[src/hw/rtl/gb5_pkg.sv]
// ----------------------------------------------------------------------------
// gb5_pkg
// Shared types, constants and helpers for the streaming 5x5 Gaussian blur.
// ----------------------------------------------------------------------------
package gb5_pkg;

  localparam int DEF_KERNEL_SIZE = 5;
  localparam int DEF_MAX_WIDTH   = 1024;
  localparam int MAX_HEIGHT      = 1024;

  localparam int PIX_W    = 8;
  localparam int SIZE_W   = 11;
  localparam int ROW_W    = 10;
  localparam int COEF_W   = 17;
  localparam int NUM_GRP  = 6;
  localparam int GSUM_W   = 11;
  localparam int PROD_W   = GSUM_W + COEF_W;
  localparam int ACC_W    = 30;
  localparam int FRAC_W   = 16;
  localparam int PADDR_W  = 5;
  localparam int PDATA_W  = 32;

  // register indexes
  localparam logic [2:0] REG_IMAGE_WIDTH   = 3'd0;
  localparam logic [2:0] REG_IMAGE_HEIGHT  = 3'd1;
  localparam logic [2:0] REG_COEF_CENTER   = 3'd2;
  localparam logic [2:0] REG_COEF_EDGE_ONE = 3'd3;
  localparam logic [2:0] REG_COEF_EDGE_TWO = 3'd4;
  localparam logic [2:0] REG_COEF_DIAG_ONE = 3'd5;
  localparam logic [2:0] REG_COEF_KNIGHT   = 3'd6;
  localparam logic [2:0] REG_COEF_DIAG_TWO = 3'd7;

  localparam logic [SIZE_W-1:0] RST_IMAGE_WIDTH  = 11'd512;
  localparam logic [SIZE_W-1:0] RST_IMAGE_HEIGHT = 11'd512;
  localparam logic [COEF_W-1:0] RST_COEF_CENTER  = 17'd65536;

  // coefficient groups by (min, max) of the absolute offsets
  localparam logic [2:0] GRP_CENTER   = 3'd0;
  localparam logic [2:0] GRP_EDGE_ONE = 3'd1;
  localparam logic [2:0] GRP_EDGE_TWO = 3'd2;
  localparam logic [2:0] GRP_DIAG_ONE = 3'd3;
  localparam logic [2:0] GRP_KNIGHT   = 3'd4;
  localparam logic [2:0] GRP_DIAG_TWO = 3'd5;
  localparam logic [2:0] GRP_NONE     = 3'd6;

  typedef struct packed {
    logic [SIZE_W-1:0]              image_width;
    logic [SIZE_W-1:0]              image_height;
    logic [NUM_GRP-1:0][COEF_W-1:0] coef;
  } cfg_t;

  typedef struct packed {
    logic valid;
    logic last;
  } win_ctl_t;

  function automatic logic [2:0] coef_group(input int i, input int j, input int half);
    int dr;
    int dc;
    int a;
    int b;
    logic [2:0] grp;
    dr = (i > half) ? i - half : half - i;
    dc = (j > half) ? j - half : half - j;
    a  = (dr < dc) ? dr : dc;
    b  = (dr < dc) ? dc : dr;
    grp = GRP_NONE;
    if (a == 0 && b == 0) grp = GRP_CENTER;
    if (a == 0 && b == 1) grp = GRP_EDGE_ONE;
    if (a == 0 && b == 2) grp = GRP_EDGE_TWO;
    if (a == 1 && b == 1) grp = GRP_DIAG_ONE;
    if (a == 1 && b == 2) grp = GRP_KNIGHT;
    if (a == 2 && b == 2) grp = GRP_DIAG_TWO;
    return grp;
  endfunction

endpackage

[src/hw/rtl/gb5_cfg_regs.sv]
// ----------------------------------------------------------------------------
// gb5_cfg_regs
// APB-style register file: image size and the six kernel weights.
// ----------------------------------------------------------------------------
module gb5_cfg_regs (
  input  logic                         clk,
  input  logic                         rst_n,
  input  logic                         psel,
  input  logic                         penable,
  input  logic                         pwrite,
  input  logic [gb5_pkg::PADDR_W-1:0]  paddr,
  input  logic [gb5_pkg::PDATA_W-1:0]  pwdata,
  output logic [gb5_pkg::PDATA_W-1:0]  prdata,
  output logic                         pready,
  output gb5_pkg::cfg_t                cfg
);

  gb5_pkg::cfg_t cfg_r;
  logic [2:0]    idx;
  logic          wr_en;

  assign idx    = paddr[gb5_pkg::PADDR_W-1:2];
  assign wr_en  = psel && penable && pwrite;
  assign pready = 1'b1;
  assign cfg    = cfg_r;

  always_ff @(posedge clk) begin
    if (!rst_n) begin
      cfg_r.image_width  <= gb5_pkg::RST_IMAGE_WIDTH;
      cfg_r.image_height <= gb5_pkg::RST_IMAGE_HEIGHT;
      // centre weight is group 0, the lowest slice
      cfg_r.coef         <= {{(gb5_pkg::NUM_GRP-1){gb5_pkg::COEF_W'(0)}},
                             gb5_pkg::RST_COEF_CENTER};
    end else if (wr_en) begin
      unique case (idx)
        gb5_pkg::REG_IMAGE_WIDTH:   cfg_r.image_width  <= pwdata[gb5_pkg::SIZE_W-1:0];
        gb5_pkg::REG_IMAGE_HEIGHT:  cfg_r.image_height <= pwdata[gb5_pkg::SIZE_W-1:0];
        gb5_pkg::REG_COEF_CENTER:   cfg_r.coef[gb5_pkg::GRP_CENTER]   <=
                                      pwdata[gb5_pkg::COEF_W-1:0];
        gb5_pkg::REG_COEF_EDGE_ONE: cfg_r.coef[gb5_pkg::GRP_EDGE_ONE] <=
                                      pwdata[gb5_pkg::COEF_W-1:0];
        gb5_pkg::REG_COEF_EDGE_TWO: cfg_r.coef[gb5_pkg::GRP_EDGE_TWO] <=
                                      pwdata[gb5_pkg::COEF_W-1:0];
        gb5_pkg::REG_COEF_DIAG_ONE: cfg_r.coef[gb5_pkg::GRP_DIAG_ONE] <=
                                      pwdata[gb5_pkg::COEF_W-1:0];
        gb5_pkg::REG_COEF_KNIGHT:   cfg_r.coef[gb5_pkg::GRP_KNIGHT]   <=
                                      pwdata[gb5_pkg::COEF_W-1:0];
        gb5_pkg::REG_COEF_DIAG_TWO: cfg_r.coef[gb5_pkg::GRP_DIAG_TWO] <=
                                      pwdata[gb5_pkg::COEF_W-1:0];
        default: ;
      endcase
    end
  end

  always_comb begin
    unique case (idx)
      gb5_pkg::REG_IMAGE_WIDTH:   prdata = gb5_pkg::PDATA_W'(cfg_r.image_width);
      gb5_pkg::REG_IMAGE_HEIGHT:  prdata = gb5_pkg::PDATA_W'(cfg_r.image_height);
      gb5_pkg::REG_COEF_CENTER:   prdata = gb5_pkg::PDATA_W'(cfg_r.coef[gb5_pkg::GRP_CENTER]);
      gb5_pkg::REG_COEF_EDGE_ONE: prdata = gb5_pkg::PDATA_W'(cfg_r.coef[gb5_pkg::GRP_EDGE_ONE]);
      gb5_pkg::REG_COEF_EDGE_TWO: prdata = gb5_pkg::PDATA_W'(cfg_r.coef[gb5_pkg::GRP_EDGE_TWO]);
      gb5_pkg::REG_COEF_DIAG_ONE: prdata = gb5_pkg::PDATA_W'(cfg_r.coef[gb5_pkg::GRP_DIAG_ONE]);
      gb5_pkg::REG_COEF_KNIGHT:   prdata = gb5_pkg::PDATA_W'(cfg_r.coef[gb5_pkg::GRP_KNIGHT]);
      gb5_pkg::REG_COEF_DIAG_TWO: prdata = gb5_pkg::PDATA_W'(cfg_r.coef[gb5_pkg::GRP_DIAG_TWO]);
      default:                    prdata = '0;
    endcase
  end

endmodule

[config.mk]
export PLATFORM = sky130hd
export DESIGN_NAME = gb5_cfg_regs
export DESIGN_NICKNAME = d
export VERILOG_FILES = /design/src/hw/rtl/gb5_pkg.sv /design/src/hw/rtl/gb5_cfg_regs.sv
export SDC_FILE = /design/constraint.sdc
export NUM_CORES = 1
export LEC_CHECK = 0
export BUFFER_PORTS_ARGS = -buffer_cell sky130_fd_sc_hd__buf_2
export CAP_MARGIN = 40
export CORE_MARGIN = 2
export CORE_UTILIZATION = 50
export DETAILED_ROUTE_END_ITERATION = 8
export PLACE_DENSITY_LB_ADDON = 0.15
export RECOVER_POWER = 100
export SKIP_CTS_REPAIR_TIMING = 1
export SYNTH_ARGS = -nofsm -noshare
export SYNTH_HDL_FRONTEND = slang
export SYNTH_SLANG_ARGS = --single-unit
[constraint.sdc]
create_clock -name clk -period 1.9 [get_ports clk]
set_clock_uncertainty 0.15 [all_clocks]
set_input_delay 0.19 -clock clk [delete_from_list [all_inputs] [get_ports clk]]
set_output_delay 0.19 -clock clk [all_outputs]
set_load 0.01 [all_outputs]
==> reports/metrics.yaml <==
synth_commonest_cells: "nand2_1 (194), dfxtp_1 (124), a21boi_0 (72), a21boi_1 (38), o21ai_0 (38)"
placementRows: 40
fp.dieH_um: 114.8
async_reset_ff_frac: 0
startpoint_type: "flop"
crit_arrival_ns: 1.68
path_clk_slew_ns: 0.06
synth_most_common_cell: "nand2_1"
p_leak_nw: 3.489
grt_setup_unrepaired: "true"
violations: "negative setup slack"
vias: 5877
cap_violations: 0
cts.sink_count: 124
yosysUniqueCellTypes: 46
min_path_type: "input pin to flop"
worst_slack_ns: -0.1171
drcViolationCount: 0
tightestPinTransition_ns: 0.5952
reg2reg_slack_ns: 0.97
peakVddDrop_mv: 0.4361
avgRoutedWirePerCell_um: 18.12
ant_nets: 0
via_per_inst: 5.576
core_area_mm2: 0.01201
die-area_mm2: 0.01318
antenna_found_initial: 0
crit_path_max_fanout: 3
grt_pass1_wl_um: 28550
pin_count: 199
startpoint: "cfg[54]"
min-delay-start: "penable"
hold_viol: 0
critPathRequiredTime_ns: 1.56
routabilityCongestion: 0.8465
largest_reg_flops: 124
grt_max_degree: 125
yosysSeqAreaShare: 0.4044
yosysWarnings: 0
status: "complete, but fails checks"
avgSynthCellArea_um2: 8.573
end_kind: "primary output"
syn_area_mm2: 0.006138
antennaDiodeCount: 0
hpwl_um: 13340
fp.dieW_um: 114.8
wirelength_um: 19100
setup_violations: 13
fin_crit_ns: 2.017
drive_above_1_share: 0.3616
clock_path_buffers: 2
start_util: 0.5110
min_period_over_period: 1.062
first_pass_iters: 5
globalRouteOverflowTotal: 0
synth_flop_cell: "dfxtp_1"
synth_edf_count: 0
final_nets: 936
drt_iter0_markers: 370
synthTopCellsByArea: "dfxtp_1 (40%), nand2_1 (12%), a21boi_0 (8.8%)"
h-tree-depth: 4
insertion_delay_ns: 0.42
dpl_cell_area_mm2: 0.007009
final_max_slew_viol_count: 0
ys_seq_elements: 124
critPathKind: "flop to primary output"
power_density_mw_per_mm2: 801.4
synth_top_area_share: 0.4044
p_total_mw: 6.465
fmax_mhz: 495.8
area_delta_synth_final_pct: 31.43
synth.largest_area_cell: "dfxtp_1"
grt_pass1_vias: 5209
cts_tree: "yes"
stdcell_area_mm2: 0.008068
grt.total_usage: 0.2826
root_buffer: "clkbuf_16"
io_buffers: 165
worstReg2RegStart: "cfg[46]"
numCtsBuffers: 17
slew_headroom: 0.6032
syn_inst: 716
cell families after synthesis:
| logic type | count (synthesis) | synth area share |
|---|---|---|
| and+or+nand+nor | 263 | 0.1947 |
| AOI/OAI and AO/OA | 191 | 0.2250 |
| DFF | 124 | 0.4044 |
| buffers and inverters | 93 | 0.09417 |
| muxes | 43 | 0.08051 |
| other | 2 | 0.001223 |
per-stage QoR:
stage	std cells	hold slack, ns	worst slack, ns	setup TNS (ns)	util
after floorplan	730	0.1640	0.3093	0	-
after CTS	1028	-0.07667	-0.1890	-2.005	0.6338
after global routing	1054	0.1479	-0.1803	-1.808	0.6717
after global placement	996	0.3034	-0.06160	-0.3155	0.5835
after detailed placement	996	0.3107	-0.06727	-0.4316	0.5835
final	1054	0.1126	-0.1171	-1.075	0.6717
cell type report:
type / instances / area [um2]
clock buffer: 21 / 460.4
sequential: 124 / 2520
fill: 992 / 3944
multi-input combinational: 513 / 3308
tap: 147 / 183.9
timing repair buffer: 227 / 1411
clock inverter: 11 / 142.6
inverter: 11 / 41.29
report_power, final:
group / internal [mW] / switching, mW
registers: 2.62 / 0.0161
clock network: 2.12 / 1.16
logic: 0.221 / 0.322
worst max-delay path: stages, from the launching register on:
cell	delay, ns
dfxtp_2	0.32
mux2_4	0.28
a22o_1	0.20
a221oi_2	0.26
nor2_1	0.07
buf_2	0.14
path summary, 6_finish.rpt:
check / end / cells past startpoint
max: prdata[3] / 5
min: cfg[57] / 5
max reg2reg: cfg[46] / 2
min reg2reg: cfg[117] / 2
per-layer routing:
layer | track usage | vias up | routed length (um) | share of wire
met5 | 0 | - | 0 | 0
met4 | 0.1020 | 0 | 379 | 0.020
met3 | 0.06062 | 31 | 1708 | 0.089
met2 | 0.4126 | 288 | 8490 | 0.44
met1 | 0.4123 | 2806 | 8522 | 0.45
li1 | - | 2752 | - | -
placed cells by master (no fill, tap or decap), types with 3 or more instances in the layout:
cell / instances
inv_1: 11
a22o_1: 13
dlygate4sd3_1: 17
conb_1: 16
nor2_8: 3
dfxtp_2: 30
mux4_2: 3
nor2_1: 25
mux2i_1: 27
nor2b_1: 14
o21ai_0: 35
clkinv_2: 4
nand3_1: 5
buf_4: 40
a221o_1: 3
buf_2: 164
nand2_1: 192
dfxtp_1: 94
or3_1: 3
a21boi_1: 38
a21boi_0: 72
mux2_4: 10
a221oi_2: 18
clkbuf_16: 17
bufinv_16: 3
buf_12: 6
nand2_2: 3
(Power assumes the default switching activity.)
