--- src/hw/rtl/gb5_pkg.sv ---
// ----------------------------------------------------------------------------
// gb5_pkg
// Shared types, constants and helpers for the streaming 5x5 Gaussian blur.
// ----------------------------------------------------------------------------
package gb5_pkg;

  localparam int DEF_KERNEL_SIZE = 5;
  localparam int DEF_MAX_WIDTH   = 1024;
  localparam int MAX_HEIGHT      = 1024;

  localparam int PIX_W    = 8;
  localparam int SIZE_W   = 11;
  localparam int ROW_W    = 10;
  localparam int COEF_W   = 17;
  localparam int NUM_GRP  = 6;
  localparam int GSUM_W   = 11;
  localparam int PROD_W   = GSUM_W + COEF_W;
  localparam int ACC_W    = 30;
  localparam int FRAC_W   = 16;
  localparam int PADDR_W  = 5;
  localparam int PDATA_W  = 32;

  // register indexes
  localparam logic [2:0] REG_IMAGE_WIDTH   = 3'd0;
  localparam logic [2:0] REG_IMAGE_HEIGHT  = 3'd1;
  localparam logic [2:0] REG_COEF_CENTER   = 3'd2;
  localparam logic [2:0] REG_COEF_EDGE_ONE = 3'd3;
  localparam logic [2:0] REG_COEF_EDGE_TWO = 3'd4;
  localparam logic [2:0] REG_COEF_DIAG_ONE = 3'd5;
  localparam logic [2:0] REG_COEF_KNIGHT   = 3'd6;
  localparam logic [2:0] REG_COEF_DIAG_TWO = 3'd7;

  localparam logic [SIZE_W-1:0] RST_IMAGE_WIDTH  = 11'd512;
  localparam logic [SIZE_W-1:0] RST_IMAGE_HEIGHT = 11'd512;
  localparam logic [COEF_W-1:0] RST_COEF_CENTER  = 17'd65536;

  // coefficient groups by (min, max) of the absolute offsets
  localparam logic [2:0] GRP_CENTER   = 3'd0;
  localparam logic [2:0] GRP_EDGE_ONE = 3'd1;
  localparam logic [2:0] GRP_EDGE_TWO = 3'd2;
  localparam logic [2:0] GRP_DIAG_ONE = 3'd3;
  localparam logic [2:0] GRP_KNIGHT   = 3'd4;
  localparam logic [2:0] GRP_DIAG_TWO = 3'd5;
  localparam logic [2:0] GRP_NONE     = 3'd6;

  typedef struct packed {
    logic [SIZE_W-1:0]              image_width;
    logic [SIZE_W-1:0]              image_height;
    logic [NUM_GRP-1:0][COEF_W-1:0] coef;
  } cfg_t;

  typedef struct packed {
    logic valid;
    logic last;
  } win_ctl_t;

  function automatic logic [2:0] coef_group(input int i, input int j, input int half);
    int dr;
    int dc;
    int a;
    int b;
    logic [2:0] grp;
    dr = (i > half) ? i - half : half - i;
    dc = (j > half) ? j - half : half - j;
    a  = (dr < dc) ? dr : dc;
    b  = (dr < dc) ? dc : dr;
    grp = GRP_NONE;
    if (a == 0 && b == 0) grp = GRP_CENTER;
    if (a == 0 && b == 1) grp = GRP_EDGE_ONE;
    if (a == 0 && b == 2) grp = GRP_EDGE_TWO;
    if (a == 1 && b == 1) grp = GRP_DIAG_ONE;
    if (a == 1 && b == 2) grp = GRP_KNIGHT;
    if (a == 2 && b == 2) grp = GRP_DIAG_TWO;
    return grp;
  endfunction

endpackage

--- src/hw/rtl/gb5_mac.sv ---
// ----------------------------------------------------------------------------
// gb5_mac
// Weighted sum of the window: group sums, six multiplies, two-step add,
// rounding and saturation into the output register.
// ----------------------------------------------------------------------------
module gb5_mac #(
  parameter int KERNEL_SIZE = gb5_pkg::DEF_KERNEL_SIZE
) (
  input  logic                    clk,
  input  logic                    rst_n,
  input  gb5_pkg::cfg_t           cfg,
  input  logic [KERNEL_SIZE-1:0][KERNEL_SIZE-1:0][7:0] win,
  input  gb5_pkg::win_ctl_t       win_ctl,
  output logic                    win_take,
  output logic                    out_valid,
  input  logic                    out_stall,
  output logic [7:0]              out_pixel_out,
  output logic                    out_frame_last
);

  localparam int HALF  = KERNEL_SIZE / 2;
  localparam int NG    = gb5_pkg::NUM_GRP;
  localparam int GW    = gb5_pkg::GSUM_W;
  localparam int PW    = gb5_pkg::PROD_W;
  localparam int AW    = gb5_pkg::ACC_W;
  localparam int FW    = gb5_pkg::FRAC_W;
  localparam logic [AW-1:0] HALF_LSB = AW'(1) << (FW - 1);

  logic [NG-1:0][GW-1:0] gsum;
  logic [NG-1:0][GW-1:0] gsum_r;
  logic [NG-1:0][PW-1:0] prod_r;
  logic [AW-1:0]         ps0_r, ps1_r;
  logic [AW-1:0]         acc;

  logic a_v_r, b_v_r, c_v_r, o_v_r;
  logic a_last_r, b_last_r, c_last_r, o_last_r;
  logic [7:0] o_pix_r;
  logic a_take, b_take, c_take, o_take;

  always_comb begin
    logic [2:0] grp;
    gsum = '0;
    for (int i = 0; i < KERNEL_SIZE; i++) begin
      for (int j = 0; j < KERNEL_SIZE; j++) begin
        grp = gb5_pkg::coef_group(i, j, HALF);
        if (grp != gb5_pkg::GRP_NONE) gsum[grp] = gsum[grp] + GW'(win[i][j]);
      end
    end
  end

  assign o_take = !o_v_r || !out_stall;
  assign c_take = !c_v_r || o_take;
  assign b_take = !b_v_r || c_take;
  assign a_take = !a_v_r || b_take;
  assign win_take = a_take;

  always_ff @(posedge clk) begin
    if (!rst_n) begin
      a_v_r <= 1'b0;
      b_v_r <= 1'b0;
      c_v_r <= 1'b0;
      o_v_r <= 1'b0;
    end else begin
      if (a_take) a_v_r <= win_ctl.valid;
      if (b_take) b_v_r <= a_v_r;
      if (c_take) c_v_r <= b_v_r;
      if (o_take) o_v_r <= c_v_r;
    end
  end

  assign acc = ps0_r + ps1_r + HALF_LSB;

  always_ff @(posedge clk) begin
    if (a_take && win_ctl.valid) begin
      gsum_r   <= gsum;
      a_last_r <= win_ctl.last;
    end
    if (b_take && a_v_r) begin
      for (int g = 0; g < NG; g++) begin
        prod_r[g] <= PW'(gsum_r[g]) * PW'(cfg.coef[g]);
      end
      b_last_r <= a_last_r;
    end
    if (c_take && b_v_r) begin
      ps0_r    <= AW'(prod_r[0]) + AW'(prod_r[1]) + AW'(prod_r[2]);
      ps1_r    <= AW'(prod_r[3]) + AW'(prod_r[4]) + AW'(prod_r[5]);
      c_last_r <= b_last_r;
    end
    if (o_take && c_v_r) begin
      o_pix_r  <= (|acc[AW-1:FW+8]) ? 8'hFF : acc[FW+7:FW];
      o_last_r <= c_last_r;
    end
  end

  assign out_valid      = o_v_r;
  assign out_pixel_out  = o_pix_r;
  assign out_frame_last = o_last_r;

endmodule

--- config.mk ---
export PLATFORM = sky130hd
export DESIGN_NAME = gb5_mac
export DESIGN_NICKNAME = d
export VERILOG_FILES = /design/src/hw/rtl/gb5_pkg.sv /design/src/hw/rtl/gb5_mac.sv
export SDC_FILE = /design/constraint.sdc
export NUM_CORES = 2
export LEC_CHECK = 0
export BUFFER_PORTS_ARGS = -buffer_cell sky130_fd_sc_hd__buf_2
export CORE_MARGIN = 2
export CORE_UTILIZATION = 50
export DETAILED_ROUTE_END_ITERATION = 16
export PLACE_DENSITY_LB_ADDON = 0.05
export SYNTH_ARGS = -nofsm -noshare
export SYNTH_HDL_FRONTEND = slang
export SYNTH_SLANG_ARGS = --single-unit
--- constraint.sdc ---
create_clock -name clk -period 18.7 [get_ports clk]
set_input_delay 4.675 -clock clk [delete_from_list [all_inputs] [get_ports clk]]
set_output_delay 4.675 -clock clk [all_outputs]
set_load 0.05 [all_outputs]
==> results.md <==
Logic synthesis:
- The dominant combinational cell family by area after synthesis is adder cells.
- Synthesis produced a netlist whose cell count is 5530.
- Of the total synthesized cell area, the portion taken by full adders, half adders and majority gates is a little under half.
- The synthesized area per cell is 9.53 sq um.
- For this run, the register share of the synthesized area comes to between 15 and 20%.
- The share of synthesized cell area in and, or, nand and nor gates is between 10 and 15%.
- The post-synthesis net count is approximately 7300.
- During synthesis, Yosys emitted a total of 0 warnings.
- Counting flops with a built-in enable in the synthesized netlist gives between 200 and 300.
- After synthesis the netlist holds a flip-flop and latch count of 300.
- Counting flops with an async set or reset pin after synthesis yields a share of 0%.
- The multiplexer area fraction after synthesis is less than 1%.
- The number of distinct library cell variants in the gate-level netlist after synthesis is 87.
- The predominant post-synthesis flop cell is sky130_fd_sc_hd__edfxtp_1.
- In this run the cell area of the synthesized design comes to 52700 sq um.
- The fraction of synthesized cell area in xor and xnor cells is approximately 4.5%.
- The post-synthesis compound-gate area fraction is 8.90%.

Critical path:
- The worst register-to-register path has a setup slack of ~12 ns.
- The worst reg2reg path endpoint is prod_r[167].
- For the worst flop-to-flop path, the logic depth is 18.
- The cell with the largest stage delay on the worst path is sky130_fd_sc_hd__o311ai_1.
- The worst setup path is captured at a flip-flop.
- Counting both buffers and inverters, the worst setup path holds a total of 4.
- The top fanout value on the critical path is 10.
- The critical path required time is ~19 ns.
- The startpoint kind of the worst setup timing path is an input pin.
- For the worst setup path, the data arrival time is approximately 11 ns.
- The cell family contributing the most delay on the critical path is adder cells.
- The critical path goes through buf_2 -> nand2_1 -> fa_1 -> fa_1 -> fa_1 -> inv_1 -> fa_1 -> inv_1 -> fa_1 -> inv_1 -> ha_1 -> or3_1 -> nor2_1 -> a2111oi_0 -> o41a_1 -> o21a_1 -> o21ai_1 -> a31oi_1 -> o311ai_1.
- In this design, the stage delay of the slowest critical-path cell is 0.83 ns.
- The critical path is of the in -> reg type.
- The most common cell type on the critical path is sky130_fd_sc_hd__fa_1.
- The launch point of the worst reg-to-reg path is gsum_r[57].

Clock network:
- The clock drives 300 sinks.
- In this run, post-CTS hold repair placed 0 buffers.
- The clock transition at the registers of the reported paths is 0.06 ns.
- The insertion delay to the later sink of the worst-skew pair is between 0.6 and 0.7 ns.
- The maximum buffer depth of the clock tree is 3.
- The maximum level of the CTS H-tree is 2.
- Clock tree synthesis selected as its root buffer the cell sky130_fd_sc_hd__clkbuf_16.
- The TritonCTS clock tree is built.
- The total clock buffers created by CTS is between 40 and 50.
- Once the clock tree was built, the resizer swapped 0 gates to a different size.
- The number of buffers inserted to repair setup after CTS is 0.

Timing:
- Setup repair after global routing left no endpoint under its margin.
- The count of final max-slew check failures is 0.
- Measured against its own limit, the worst slew margin works out to between 20% and 30%.
- The post-route clock period utilization is ~55%.
- For the final database, setup skew stands at 0.0287 ns.
- The aggregate negative setup slack is 0 ns.
- The total of endpoints with negative setup slack in the final report is 0.
- The minimum period implied by the final worst setup slack is 10.32 ns.
- The count of final hold-check violations is 0.
- The achievable frequency is 96.9 MHz.
- The transition time of the tightest slew-check pin is approximately 1.1 ns.

Flow run:
- The count of max-cap constraint violations is 0.

Final layout:
- The post-route netlist has 7.54% of its cells at a drive strength greater than 1.
- In the final layout, the multi-input gates occupy about 40000 sq um.
- The most common cell after layout, fill and taps aside is sky130_fd_sc_hd__inv_1.
- The sequential standard cell area is approximately 9000 sq um.
- The number of nets in the final layout is about 7500.
- The area growth from synthesis to final layout is 7.94%.
- The number of fill cells in the layout is roughly 9700.
- Leaving out fill and tap cells, the most frequent cells in the layout are sky130_fd_sc_hd__inv_1, sky130_fd_sc_hd__fa_1, sky130_fd_sc_hd__ha_1, sky130_fd_sc_hd__nand2_1, sky130_fd_sc_hd__and2_1.

Die:
- The number of ports placed on the die boundary is 340.
- The cell row count is ~120.
- The floorplan step set the die height to between 300 and 400 um.
- The width of the die is ~330 um.
- For this configuration, the core starts out at a cell density of about half.
- The die covers approximately 110000 sq um.
- The core outline area is ~100000 sq um.

GRT:
- The global-route wire length before repair is 197000 um.
- Global routing finished with a remaining overflow of 0.
- Global routing consumed, over all layers together, roughly 22% of the routing resources.
- The largest net degree at the start of global routing is approximately 170.
- The number of global-route vias before repair was 39424.
- The initial antenna violation count is 6.

Hold path:
- The endpoint with the worst hold slack is c_last_r.
- In this run the worst hold path is classified as reg -> reg.
- The worst hold path was traced through 0 stages.
- The worst hold path startpoint is b_last_r.

Place:
- Port buffering added 317 buffers.
- The HPWL after detailed placement is 95500 um.
- Routability-driven placement finished with a final weighted congestion of approximately 0.84.

Status:
- The run finished with clean final reports.

Detailed routing:
- Dividing the detail-routed wire length by the instance count gives between 15 and 20 um.
- The remaining design rule violation count is 0.
- The detailed router finished its first iteration with ~1500 violations.
- The detail route stage leaves a number of antenna-violating nets equal to 0.
- The via count normalized by instance count is 5.15.
- The total vias in the final route is roughly 37000.
- The final wirelength is 115000 um.
- The first-pass detailed-route iteration total is 7.
==> area by class of cell <==
class	count	area share (%)
clock buffer	52	1.88
timing repair buffer	322	2.88
antenna	2	0.00880
clock inverter	24	0.455
multi-input combinational	3951	68.5
tap	1391	3.06
inverter	1130	7.46
sequential	300	15.8
==> kinds of logic (layout without fill, tap and decap cells) <==
group / Yosys count / after routing
simple gates: 1510 / 1510
fa+ha+maj: 1457 / 1457
buf+inv: 1279 / 1528
compound gates: 709 / 709
flops: 300 / 300
xor+xnor: 272 / 272
mux: 3 / 3
other cells: 0 / 2
==> registers in the layout (all words and copies together) (netlist names), 8 cells and up <==
register       count
prod_r           165
ps1_r             30
out_pixel_out      8
ps0_r             30
gsum_r            59
==> metrics by stage <==
step	setup WS (ns)	hold slack, ns	cell area (sq um)	instances	utilization (%)
6_report	8.38	0.431	56900	7172	54.2
5_1_grt	8.07	0.445	56900	7172	54.2
4_1_cts	8.32	0.439	56900	7170	54.2
3_5_place_dp	7.72	0.426	55500	7094	52.9
3_3_place_gp	7.73	0.407	55500	7094	52.9
2_1_floorplan	0.792	0.400	52700	5530	-
==> synth_stat cells, types with 12 or more instances <==
master                     instances  area (sq um)
sky130_fd_sc_hd__o21ai_0         115           576
sky130_fd_sc_hd__a211oi_1         20           150
sky130_fd_sc_hd__nor3_1           44           220
sky130_fd_sc_hd__nor2_1          165           619
sky130_fd_sc_hd__xor2_1           77           674
sky130_fd_sc_hd__and2_1          552          3450
sky130_fd_sc_hd__a21boi_0         13          97.6
sky130_fd_sc_hd__o21a_1           42           315
sky130_fd_sc_hd__and3_1           23           144
sky130_fd_sc_hd__nor2b_1          42           263
sky130_fd_sc_hd__edfxtp_1        296          8890
sky130_fd_sc_hd__a31oi_1          20           125
sky130_fd_sc_hd__nand2b_1         33           206
sky130_fd_sc_hd__a21oi_1         228          1140
sky130_fd_sc_hd__nand2_1         556          2090
sky130_fd_sc_hd__ha_1            662          8280
sky130_fd_sc_hd__xnor2_1         195          1710
sky130_fd_sc_hd__nand3_1          36           180
sky130_fd_sc_hd__inv_1          1130          4240
sky130_fd_sc_hd__or2_2            12          75.1
sky130_fd_sc_hd__clkbuf_1        148           556
sky130_fd_sc_hd__fa_1            795         15900
sky130_fd_sc_hd__a21o_1           98           736
sky130_fd_sc_hd__o21bai_1         47           353
==> layer usage <==
metal / up-vias / wire length, um / track usage, %
met5: - / 51 / 0
met2: 535 / 56200 / 38.6
met4: 8 / 1870 / 4.20
met3: 116 / 4690 / 3.26
li1: 17908 / - / -
met1: 18403 / 52500 / 30.4
==> worst max-delay path by stage <==
stage,start,to,slack [ns],cells past startpoint
2_1_floorplan,out_stall,b_last_r,0.79,3
3_3_place_gp,cfg[92],prod_r[167],7.73,19
3_5_place_dp,cfg[92],prod_r[167],7.72,19
4_1_cts,cfg[92],prod_r[167],8.32,19
5_1_grt,cfg[92],prod_r[167],8.07,19
6_report,cfg[92],prod_r[167],8.38,19
Power is not shown: default switching activity piles up to over one toggle a cycle in this logic, so the estimate is an artifact.
